File: src/sv/udta_pkg.sv
// Shared constants and types of the order destuffing decoder.
package udta_pkg;

    // Destuffing geometry.
    localparam int WORD_BITS = 64;
    localparam int OUT_BITS  = 49;
    localparam int RUN_LIMIT = 5;
    localparam int RUN_W     = 3;
    // Output bits settled per front stage; the stage count follows from it.
    localparam int STEPS     = 7;
    localparam int STAGES    = OUT_BITS / STEPS;

    // Field layout of the destuffed order.
    localparam int ID_W      = 32;
    localparam int SELL_BIT  = 32;
    localparam int QTY_LSB   = 33;
    localparam int PRC_LSB   = 41;
    localparam int FIELD_W   = 8;
    localparam int AMT_W     = 16;
    localparam int TOTAL_W   = 48;
    localparam logic [TOTAL_W-1:0] TOTAL_MAX = {TOTAL_W{1'b1}};

    // Queue between front and back; the depth must be a power of two.
    localparam int QUEUE_DEPTH = 4;
    localparam int QPTR_W      = $clog2(QUEUE_DEPTH);
    localparam int QCNT_W      = $clog2(QUEUE_DEPTH + 1);

    // One destuffed order waiting for the back end.
    typedef struct packed {
        logic [OUT_BITS-1:0] bits;
        logic                last;
    } t_item;

    // Queue fill status seen by both sides.
    typedef struct packed {
        logic full;
        logic empty;
    } t_q_stat;

endpackage

File: src/sv/udta_front.sv
// Front end: pipelined bit destuffing of the incoming order words.
module udta_front (
    input  logic                           i_clk,
    input  logic                           i_rst_n,
    input  logic                           i_in_valid,
    output logic                           o_in_stall,
    input  logic [udta_pkg::WORD_BITS-1:0] i_stuffed_word,
    input  logic                           i_end_of_batch,
    input  udta_pkg::t_q_stat              i_q_stat,
    output logic                           o_push,
    output udta_pkg::t_item                o_item
);
    import udta_pkg::*;

    logic                 w_advance;
    logic [STAGES-1:0]    r_valid;
    logic [WORD_BITS-1:0] r_word [STAGES];
    logic [RUN_W-1:0]     r_run  [STAGES];
    logic [OUT_BITS-1:0]  r_res  [STAGES];
    logic                 r_last [STAGES];
    logic [STAGES-1:0]    w_src_valid;
    logic [WORD_BITS-1:0] w_src_word [STAGES];
    logic [RUN_W-1:0]     w_src_run  [STAGES];
    logic [OUT_BITS-1:0]  w_src_res  [STAGES];
    logic                 w_src_last [STAGES];
    logic [WORD_BITS-1:0] n_word [STAGES];
    logic [RUN_W-1:0]     n_run  [STAGES];
    logic [OUT_BITS-1:0]  n_res  [STAGES];

    // The whole pipeline moves unless the oldest word cannot enter the queue.
    assign w_advance  = !(r_valid[STAGES-1] && i_q_stat.full);
    assign o_in_stall = !w_advance;
    assign o_push     = r_valid[STAGES-1] && w_advance;
    assign o_item     = '{bits: r_res[STAGES-1], last: r_last[STAGES-1]};

    for (genvar s = 0; s < STAGES; s++) begin : g_stage
        // Stage inputs come from the port for the first stage and from the
        // previous stage otherwise.
        if (s == 0) begin : g_first
            assign w_src_valid[s] = i_in_valid;
            assign w_src_word[s]  = i_stuffed_word;
            assign w_src_run[s]   = '0;
            assign w_src_res[s]   = '0;
            assign w_src_last[s]  = i_end_of_batch;
        end else begin : g_next
            assign w_src_valid[s] = r_valid[s-1];
            assign w_src_word[s]  = r_word[s-1];
            assign w_src_run[s]   = r_run[s-1];
            assign w_src_res[s]   = r_res[s-1];
            assign w_src_last[s]  = r_last[s-1];
        end

        // Settle this stage's output bits. The remaining word is shifted so
        // that the next bit to scan sits at bit 0; zeros shift in, so bits
        // past the end of the word read as zero.
        always_comb begin
            logic [WORD_BITS-1:0] v_word;
            logic [RUN_W-1:0]     v_run;
            logic [OUT_BITS-1:0]  v_res;
            v_word = w_src_word[s];
            v_run  = w_src_run[s];
            v_res  = w_src_res[s];
            for (int k = 0; k < STEPS; k++) begin
                v_res[s*STEPS + k] = v_word[0];
                if (v_word[0]) begin
                    if (v_run == RUN_W'(RUN_LIMIT - 1)) begin
                        // Fifth one in a row: the stuffed bit is dropped.
                        v_run  = '0;
                        v_word = v_word >> 2;
                    end else begin
                        v_run  = v_run + 1'b1;
                        v_word = v_word >> 1;
                    end
                end else begin
                    v_run  = '0;
                    v_word = v_word >> 1;
                end
            end
            n_word[s] = v_word;
            n_run[s]  = v_run;
            n_res[s]  = v_res;
        end

        // Stage valid flag.
        always_ff @(posedge i_clk) begin
            if (!i_rst_n) begin
                r_valid[s] <= 1'b0;
            end else if (w_advance) begin
                r_valid[s] <= w_src_valid[s];
            end
        end

        // Stage payload.
        always_ff @(posedge i_clk) begin
            if (w_advance) begin
                r_word[s] <= n_word[s];
                r_run[s]  <= n_run[s];
                r_res[s]  <= n_res[s];
                r_last[s] <= w_src_last[s];
            end
        end
    end

endmodule

File: src/sv/udta_queue.sv
// Short queue that decouples the destuffing front from the trade back end.
module udta_queue (
    input  logic              i_clk,
    input  logic              i_rst_n,
    input  logic              i_push,
    input  udta_pkg::t_item   i_item,
    input  logic              i_pop,
    output udta_pkg::t_item   o_head,
    output udta_pkg::t_q_stat o_q_stat
);
    import udta_pkg::*;

    t_item             r_mem [QUEUE_DEPTH];
    logic [QPTR_W-1:0] r_wr;
    logic [QPTR_W-1:0] r_rd;
    logic [QCNT_W-1:0] r_count;

    assign o_head         = r_mem[r_rd];
    assign o_q_stat.full  = (r_count == QCNT_W'(QUEUE_DEPTH));
    assign o_q_stat.empty = (r_count == '0);

    // Pointers and fill count.
    always_ff @(posedge i_clk) begin
        if (!i_rst_n) begin
            r_wr    <= '0;
            r_rd    <= '0;
            r_count <= '0;
        end else begin
            if (i_push) begin
                r_wr <= r_wr + 1'b1;
            end
            if (i_pop) begin
                r_rd <= r_rd + 1'b1;
            end
            if (i_push && !i_pop) begin
                r_count <= r_count + 1'b1;
            end else if (i_pop && !i_push) begin
                r_count <= r_count - 1'b1;
            end
        end
    end

    // Entry storage.
    always_ff @(posedge i_clk) begin
        if (i_push) begin
            r_mem[r_wr] <= i_item;
        end
    end

endmodule

File: src/sv/udta_back.sv
// Back end: field decode, trade amount and saturating batch total.
module udta_back (
    input  logic                         i_clk,
    input  logic                         i_rst_n,
    input  udta_pkg::t_q_stat            i_q_stat,
    input  udta_pkg::t_item              i_head,
    output logic                         o_pop,
    output logic                         o_out_valid,
    input  logic                         i_out_stall,
    output logic [udta_pkg::ID_W-1:0]    o_stock_id,
    output logic                         o_is_sell,
    output logic [udta_pkg::FIELD_W-1:0] o_quantity,
    output logic [udta_pkg::FIELD_W-1:0] o_price,
    output logic [udta_pkg::AMT_W-1:0]   o_trade_amount,
    output logic [udta_pkg::TOTAL_W-1:0] o_running_total,
    output logic                         o_batch_done
);
    import udta_pkg::*;

    logic                 w_advance;
    logic [TOTAL_W:0]     w_sum;
    logic [TOTAL_W-1:0]   w_sat;
    logic                 r_b_valid;
    logic [ID_W-1:0]      r_b_id;
    logic                 r_b_sell;
    logic [FIELD_W-1:0]   r_b_qty;
    logic [FIELD_W-1:0]   r_b_prc;
    logic [AMT_W-1:0]     r_b_amt;
    logic                 r_b_last;
    logic                 r_out_valid;
    logic [ID_W-1:0]      r_out_id;
    logic                 r_out_sell;
    logic [FIELD_W-1:0]   r_out_qty;
    logic [FIELD_W-1:0]   r_out_prc;
    logic [AMT_W-1:0]     r_out_amt;
    logic [TOTAL_W-1:0]   r_out_total;
    logic                 r_out_last;
    logic [TOTAL_W-1:0]   r_total;

    // Both back stages move together unless a result waits on a stall.
    assign w_advance = !(r_out_valid && i_out_stall);
    assign o_pop     = w_advance && !i_q_stat.empty;

    // Add this trade to the batch total and clamp at the 48-bit maximum.
    assign w_sum = {1'b0, r_total} + {{(TOTAL_W + 1 - AMT_W){1'b0}}, r_b_amt};
    assign w_sat = w_sum[TOTAL_W] ? TOTAL_MAX : w_sum[TOTAL_W-1:0];

    // Decode and multiply stage control.
    always_ff @(posedge i_clk) begin
        if (!i_rst_n) begin
            r_b_valid <= 1'b0;
        end else if (w_advance) begin
            r_b_valid <= !i_q_stat.empty;
        end
    end

    // Decode and multiply stage payload.
    always_ff @(posedge i_clk) begin
        if (o_pop) begin
            r_b_id   <= i_head.bits[ID_W-1:0];
            r_b_sell <= i_head.bits[SELL_BIT];
            r_b_qty  <= i_head.bits[QTY_LSB +: FIELD_W];
            r_b_prc  <= i_head.bits[PRC_LSB +: FIELD_W];
            r_b_amt  <= i_head.bits[QTY_LSB +: FIELD_W] * i_head.bits[PRC_LSB +: FIELD_W];
            r_b_last <= i_head.last;
        end
    end

    // Output valid and the running total, which clears after a closing order.
    always_ff @(posedge i_clk) begin
        if (!i_rst_n) begin
            r_out_valid <= 1'b0;
            r_total     <= '0;
        end else if (w_advance) begin
            r_out_valid <= r_b_valid;
            if (r_b_valid) begin
                r_total <= r_b_last ? '0 : w_sat;
            end
        end
    end

    // Output payload.
    always_ff @(posedge i_clk) begin
        if (w_advance && r_b_valid) begin
            r_out_id    <= r_b_id;
            r_out_sell  <= r_b_sell;
            r_out_qty   <= r_b_qty;
            r_out_prc   <= r_b_prc;
            r_out_amt   <= r_b_amt;
            r_out_total <= w_sat;
            r_out_last  <= r_b_last;
        end
    end

    assign o_out_valid     = r_out_valid;
    assign o_stock_id      = r_out_id;
    assign o_is_sell       = r_out_sell;
    assign o_quantity      = r_out_qty;
    assign o_price         = r_out_prc;
    assign o_trade_amount  = r_out_amt;
    assign o_running_total = r_out_total;
    assign o_batch_done    = r_out_last;

endmodule

File: src/sv/unstuff_decode_trade_accumulate.sv
// Top level of the destuffing order decoder with batch trade accumulation.
//
//   Channel   Handshake                 Payload
//   in        i_in_valid / o_in_stall   i_stuffed_word, i_end_of_batch
//   out       o_out_valid / i_out_stall o_stock_id, o_is_sell, o_quantity, o_price,
//                                       o_trade_amount, o_running_total, o_batch_done
//
// One order word is taken every cycle while o_in_stall is low. Each result
// passes the seven destuffing stages (seven output bits each), the queue
// memory, the multiply stage and the output register, in that order.
// Reset is synchronous and clears all valid flags, the queue
// and the running total. An output stall holds the back end and lets the queue
// fill; the front stalls its input only when the queue is full.
module unstuff_decode_trade_accumulate (
    input  logic                         i_clk,
    input  logic                         i_rst_n,
    input  logic                         i_in_valid,
    output logic                         o_in_stall,
    input  logic [udta_pkg::WORD_BITS-1:0] i_stuffed_word,
    input  logic                         i_end_of_batch,
    output logic                         o_out_valid,
    input  logic                         i_out_stall,
    output logic [udta_pkg::ID_W-1:0]    o_stock_id,
    output logic                         o_is_sell,
    output logic [udta_pkg::FIELD_W-1:0] o_quantity,
    output logic [udta_pkg::FIELD_W-1:0] o_price,
    output logic [udta_pkg::AMT_W-1:0]   o_trade_amount,
    output logic [udta_pkg::TOTAL_W-1:0] o_running_total,
    output logic                         o_batch_done
);
    import udta_pkg::*;

    logic    w_push;
    logic    w_pop;
    t_item   w_item;
    t_item   w_head;
    t_q_stat w_q_stat;

    // Destuffing pipeline.
    udta_front u_front (
        .i_clk          (i_clk),
        .i_rst_n        (i_rst_n),
        .i_in_valid     (i_in_valid),
        .o_in_stall     (o_in_stall),
        .i_stuffed_word (i_stuffed_word),
        .i_end_of_batch (i_end_of_batch),
        .i_q_stat       (w_q_stat),
        .o_push         (w_push),
        .o_item         (w_item)
    );

    // Decoupling queue.
    udta_queue u_queue (
        .i_clk    (i_clk),
        .i_rst_n  (i_rst_n),
        .i_push   (w_push),
        .i_item   (w_item),
        .i_pop    (w_pop),
        .o_head   (w_head),
        .o_q_stat (w_q_stat)
    );

    // Decode, multiply and accumulate.
    udta_back u_back (
        .i_clk           (i_clk),
        .i_rst_n         (i_rst_n),
        .i_q_stat        (w_q_stat),
        .i_head          (w_head),
        .o_pop           (w_pop),
        .o_out_valid     (o_out_valid),
        .i_out_stall     (i_out_stall),
        .o_stock_id      (o_stock_id),
        .o_is_sell       (o_is_sell),
        .o_quantity      (o_quantity),
        .o_price         (o_price),
        .o_trade_amount  (o_trade_amount),
        .o_running_total (o_running_total),
        .o_batch_done    (o_batch_done)
    );

endmodule

File: config.mk
export PLATFORM = sky130hd
export DESIGN_NAME = unstuff_decode_trade_accumulate
export DESIGN_NICKNAME = d
export VERILOG_FILES = /design/src/sv/udta_pkg.sv /design/src/sv/udta_front.sv /design/src/sv/udta_queue.sv /design/src/sv/udta_back.sv /design/src/sv/unstuff_decode_trade_accumulate.sv
export SDC_FILE = /design/constraint.sdc
export NUM_CORES = 2
export LEC_CHECK = 0
export ABC_AREA = 1
export BUFFER_PORTS_ARGS = -buffer_cell sky130_fd_sc_hd__clkbuf_2
export CAP_MARGIN = 5
export CORE_MARGIN = 4
export CORE_UTILIZATION = 44
export CTS_CLUSTER_SIZE = 24
export DETAILED_ROUTE_END_ITERATION = 10
export GPL_TIMING_DRIVEN = 0
export PLACE_DENSITY_LB_ADDON = 0.08
export SYNTH_ARGS = -nofsm -noshare
export SYNTH_HDL_FRONTEND = slang
export SYNTH_HIERARCHICAL = 1
export SYNTH_SLANG_ARGS = --single-unit
File: constraint.sdc
create_clock -name i_clk -period 13.5 [get_ports i_clk]
set_input_delay 2.025 -clock i_clk [delete_from_list [all_inputs] [get_ports i_clk]]
set_output_delay 2.025 -clock i_clk [all_outputs]
set_load 0.005 [all_outputs]
# Word-level counts from Yosys, hierarchy flattened
# Memories as Yosys holds them, arrays and structs flattened. A register that Yosys moved wholly into a read port is not among the register bits.
# Cells that the tools add are included.
# W data, S select, Z words.
# word_totals
ff_bits	244
mem_bits_rw	1019
input_bits	69
word_cells	352
n_memories	5
# op_classes
n_addsub	53
multipliers	1
n_eq_ne	49
muxes	202
bitwise	1
n_reduce_logical	15
# memory_table
memory	depth	word_bits	rd	rd_clocked_by_memory_dff	wr	line	rtl
u_front.r_word	7	64	6	0	7	udta_front.sv:17	logic [WORD_BITS-1:0] r_word [STAGES];
u_front.r_res	7	49	7	0	7	udta_front.sv:19	logic [OUT_BITS-1:0] r_res [STAGES];
u_queue.r_mem	4	50	1	1	1	udta_queue.sv:13	t_item r_mem [QUEUE_DEPTH];
u_front.r_run	7	3	6	0	7	udta_front.sv:18	logic [RUN_W-1:0] r_run [STAGES];
u_front.r_last	7	1	7	0	7	udta_front.sv:20	logic r_last [STAGES];
# op_table
op	count
$mux W63	29
$mux W64	20
$mux W62	9
$mux W61	8
$mux W60	8
$mux W59	8
$mux W58	8
$mux W57	6
$mux W3	98
$add A3 B1 Y3 const B	49
$eq A3 B3 Y1 const B	48
$mux W48	2
$add A48 B16 Y49	1
$mul A8 B8 Y16	1
$logic_and A1 B1 Y1	7
$logic_not A1 Y1	5
$add A2 B1 Y2 const B	2
$mux W1	4
$mux W2	2
$eq A1 B3 Y1 const B	1
$logic_not A3 Y1	1
$sub A3 B1 Y3 const B	1
$reduce_and A2 Y1	1
$reduce_bool A2 Y1	1
$not A1 Y1	1

# Logic depth before layout (Yosys ltp)
# An unclocked memory read counts as a cell.
# logic_depth
depth_word	22
mapped_depth	39
depth_no_buf	37

# By module
# Netlist, hierarchy kept.
# by_module_without_submodules
mod	n_inst	cells_each	area_each_um2	seq_area_each_um2
udta_front	1	5682	36576.3	13563.0
udta_back	1	1353	12599.6	6406.1
udta_queue	1	541	7991.4	6185.9

# Worst setup path after synthesis
# OpenSTA, ideal clock, no wires.
# synth_timing
path_type	reg2out
start	register u_queue.r_count[1]
end	output o_in_stall
arrival_ps	12839
slack_ps	-1364
stages_incl_launch_ff	4
n_path_buf	0
cell_sequence	dfxtp_1 -> nor3_1 -> nand2_1 -> clkinv_1
# synth_rtl
item	line	rtl
from (decl)	udta_queue.sv:16	logic [QCNT_W-1:0] r_count;
from (signal assigned)	udta_queue.sv:36	r_count <= r_count + 1'b1;
from (signal assigned)	udta_queue.sv:38	r_count <= r_count - 1'b1;
to (decl)	unstuff_decode_trade_accumulate.sv:18	output logic o_in_stall,

==> flow_metrics.py <==
metrics = {
    "cells_and_area": {
        "layout_commonest_cell": "nand2_1",
        "mostFrequentLayoutCells": "nand2_1, edfxtp_1, inv_1",
        "final_net_count": 8123,
        "antenna_cells": 0,
        "nFillCells": 12600,
        "multi_input_area_um2": 26500,
        "regArea_um2": 26200,
        "syn_to_final_growth_pct": 11.5,
        "layout-drive-gt1-share": 0.102,
    },
    "timing": {
        "slew_headroom": 0.443,
        "rsz0062_at_grt": "false",
        "hold_violations": 0,
        "worst_pin_slew_ns": 0.835,
        "setup_slack_ns": 7.59,
        "max_freq_mhz": 169,
        "setup_tns_ns": 0,
        "final-setup-viol-count": 0,
        "min_period_ns": 5.91,
        "fin_crit_sh": 0.438,
        "fin_skew_ns": 0.0904,
        "maxSlewViolCount": 0,
    },
    "drt": {
        "wl_met2_um": 63400,
        "drtAntennaViolNets": 0,
        "top_layer_used": "met4",
        "drt-total-wl_um": 135000,
        "drc_errors": 0,
        "vias_per_cell": 4.93,
        "post_drt_wl_per_cell_um": 14.0,
        "wl_met1_um": 64400,
        "drt_iter0_drc": 3119,
        "dr_total_vias": 47700,
        "firstDrtPassIters": 5,
        "dr_wl_met3_um": 5220,
    },
    "global_routing": {
        "grt_max_degree": 115,
        "grt_overflow": 0,
        "grt_pass1_vias": 44300,
        "grt_pass1_wl_um": 221000,
        "grtUsageTotal": 0.196,
        "antenna_found_initial": 0,
    },
    "setup_path": {
        "crit_chain": "clkbuf_2, inv_1, nand2_1, nand2_1, ha_1, nand2_1, ha_1, nand4_1, inv_2, or2_0, o21ai_0, nor2_1, inv_1, or2_0, o21ai_0, inv_1, nor2_1, inv_2, buf_2, clkbuf_1, nand2_1, nand2_1",
        "worstPathArrival_ns": 6.37,
        "cp.required_ns": 13.96,
        "worstSetupEndpointType": "flip-flop",
        "path_class": "input pin to flip-flop",
        "critPathMaxFanout": 10,
        "crit_slowest_cell": "nor2_1",
        "max_stage_delay_ns": 0.64,
        "startpoint_type": "input pin",
        "path_common_cell": "nand2_1",
    },
    "floorplan": {
        "die_h_um": 368,
        "die_w_um": 368,
        "coreArea_um2": 128000,
        "io_pins": 185,
        "dieArea_um2": 136000,
        "fp-row-count": 131,
        "start_util": 0.445,
    },
    "power": {
        "p_int_mw": 8.55,
        "p_leak_nw": 30.8,
        "comb_power_share": 0.526,
        "power_frac_seq": 0.305,
        "peakVddDrop_v": 0.000399,
        "power_density_nw_per_um2": 239,
        "p_clk_frac": 0.169,
        "power.switching_mw": 6.68,
        "swShare": 0.438,
    },
    "placement": {
        "port_buffers": 184,
        "gp_congestion": 0.891,
        "post-place-ws_ns": 6.88,
        "dp_hpwl_um": 105000,
    },
    "synthesis": {
        "synth-seq-cells": 893,
        "avgSynthCellArea_um2": 7.55,
        "async_flop_share": 0,
        "synthFlopType": "edfxtp_1",
        "yosys.cell_types.count": 56,
        "synth_edf_count": 827,
        "synth_top_cell_by_area": "edfxtp_1",
        "yosys_warnings": 6,
        "yosysTopAreaCellShare": 0.434,
        "ys_seq_area_frac": 0.458,
        "synth_cells": 7576,
        "synth.area.top_cells": "edfxtp_1, nand2_1, nand3_1",
        "syn-cell-area_um2": 57200,
        "syn_nets": 7828,
    },
    "status": {
        "status": "finished, final reports clean",
    },
    "clock_network": {
        "postCtsResizedCells": 0,
        "clock_path_buffers": 3,
        "clk_latency_ns": 0.73,
        "cts_setup_buffers": 0,
        "cts_buffers": 96,
        "cts-root-buf": "clkbuf_16",
        "clk_pin_slew_worst_paths_ns": 0.06,
        "htree_num_levels": 3,
        "clock_sinks": 893,
        "cts_tree": "yes",
        "cts_hold_buf": 0,
    },
    "min_path": {
        "hp-class": "flip-flop to flip-flop",
    },
    "job": {
        "maxCapViolations": 0,
    },
}
==> sequential cells by signal, indices dropped and copies added (netlist names), 7 cells and up, named ones only <==
signal                  count
u_back/o_stock_id          32
u_back/o_trade_amount      16
u_back/o_running_total     48
u_front/r_run              18
u_back/r_b_prc              8
u_front/r_last              7
u_back/o_quantity           8
u_back/r_b_id              32
u_front/r_word            226
u_back/o_price              8
u_queue/r_mem             200
u_front/r_res             196
u_back/r_b_amt             16
u_front/r_valid             7
u_back/r_b_qty              8
u_back/r_total             48
==> metal layers <==
layer,GRT usage,vias up
li1,-,24900
met1,0.270,21900
met2,0.334,738
met3,0.0219,142
met4,0.0442,0
met5,0,-
==> layout make-up <==
type                       instances  area share
sequential                       893       0.410
inverter                         651      0.0386
tap                             1729      0.0339
timing repair buffer             197      0.0190
multi-input combinational       5641       0.416
clock inverter                    60      0.0104
buffer                           391      0.0321
clock buffer                     116      0.0393
==> metrics by stage <==
| stage | instance area, um2 | power [mW] | hold slack (ns) | cells | util |
|---|---|---|---|---|---|
| final | 63700 | 15.2 | 0.363 | 9678 | 0.497 |
| after global routing | 63700 | 16.9 | 0.362 | 9678 | 0.497 |
| after CTS | 63700 | 15.4 | 0.359 | 9678 | 0.497 |
| after detailed placement | 60600 | 12.8 | 0.405 | 9502 | 0.472 |
| after global placement | 60300 | 12.7 | 0.401 | 9489 | 0.469 |
| after floorplan | 57200 | 10.6 | 0.400 | 7576 | - |
==> worst paths after layout <==
path	slack (ns)	startpoint	endpoint	cells past startpoint
min reg2reg	0.36	u_front/r_res[5][23]	u_front/r_res[6][23]	0
min	0.36	u_front/r_res[5][23]	u_front/r_res[6][23]	0
max	7.59	i_stuffed_word[0]	u_front/r_word[0][47]	22
max reg2reg	7.84	flip-flop	u_back/r_b_amt[13]	19
==> synth_stat cells, types with 5 or more instances <==
master       n
nor2_2      10
nand2_1   3551
o21ai_1     78
nor2_1     302
nand3_2     24
nand4_1     22
a21boi_0     9
a31oi_1     36
xor2_1      24
nand2_4     20
nand3_4     14
or2_2       73
dfxtp_1     66
buf_12       5
edfxtp_1   827
nor3_1      10
o21a_1      57
xnor2_1      7
clkbuf_1   173
a21oi_2     22
inv_1      601
buf_4       27
buf_8        8
buf_1       37
mux2i_1     25
fa_1        38
a21oi_1     61
buf_6       19
buf_2      121
inv_2       44
nand3b_1    21
nand3_1    552
o21ai_0    401
nand2_2     58
ha_1       145
o22ai_1     50
==> critical path, delay by kind of cell <==
kind | cells | cell delay (ns)
AND/OR/NAND/NOR | 10 | 2.17
adder cells (fa/ha/maj) | 2 | 0.44
AO/OA/AOI/OAI | 2 | 0.26
buffers and inverters | 8 | 1.44
==> cell families after synthesis <==
family / synth area share
compound gates: 0.0705
xor+xnor: 0.00475
fa+ha+maj: 0.0450
buf+inv: 0.0788
flops: 0.458
mux: 0.00438
simple gates: 0.339
==> power groups by stage <==
stage          clock network [mW]  registers, mW  logic (mW)
2_1_floorplan                   0           4.58        6.02
3_3_place_gp                    0           4.77        7.95
3_5_place_dp                    0           4.73        8.08
4_1_cts                      2.66           4.67        8.11
5_1_grt                      2.79           4.74        9.33
6_report                     2.58           4.65        8.00
(Power assumes the default switching activity.)
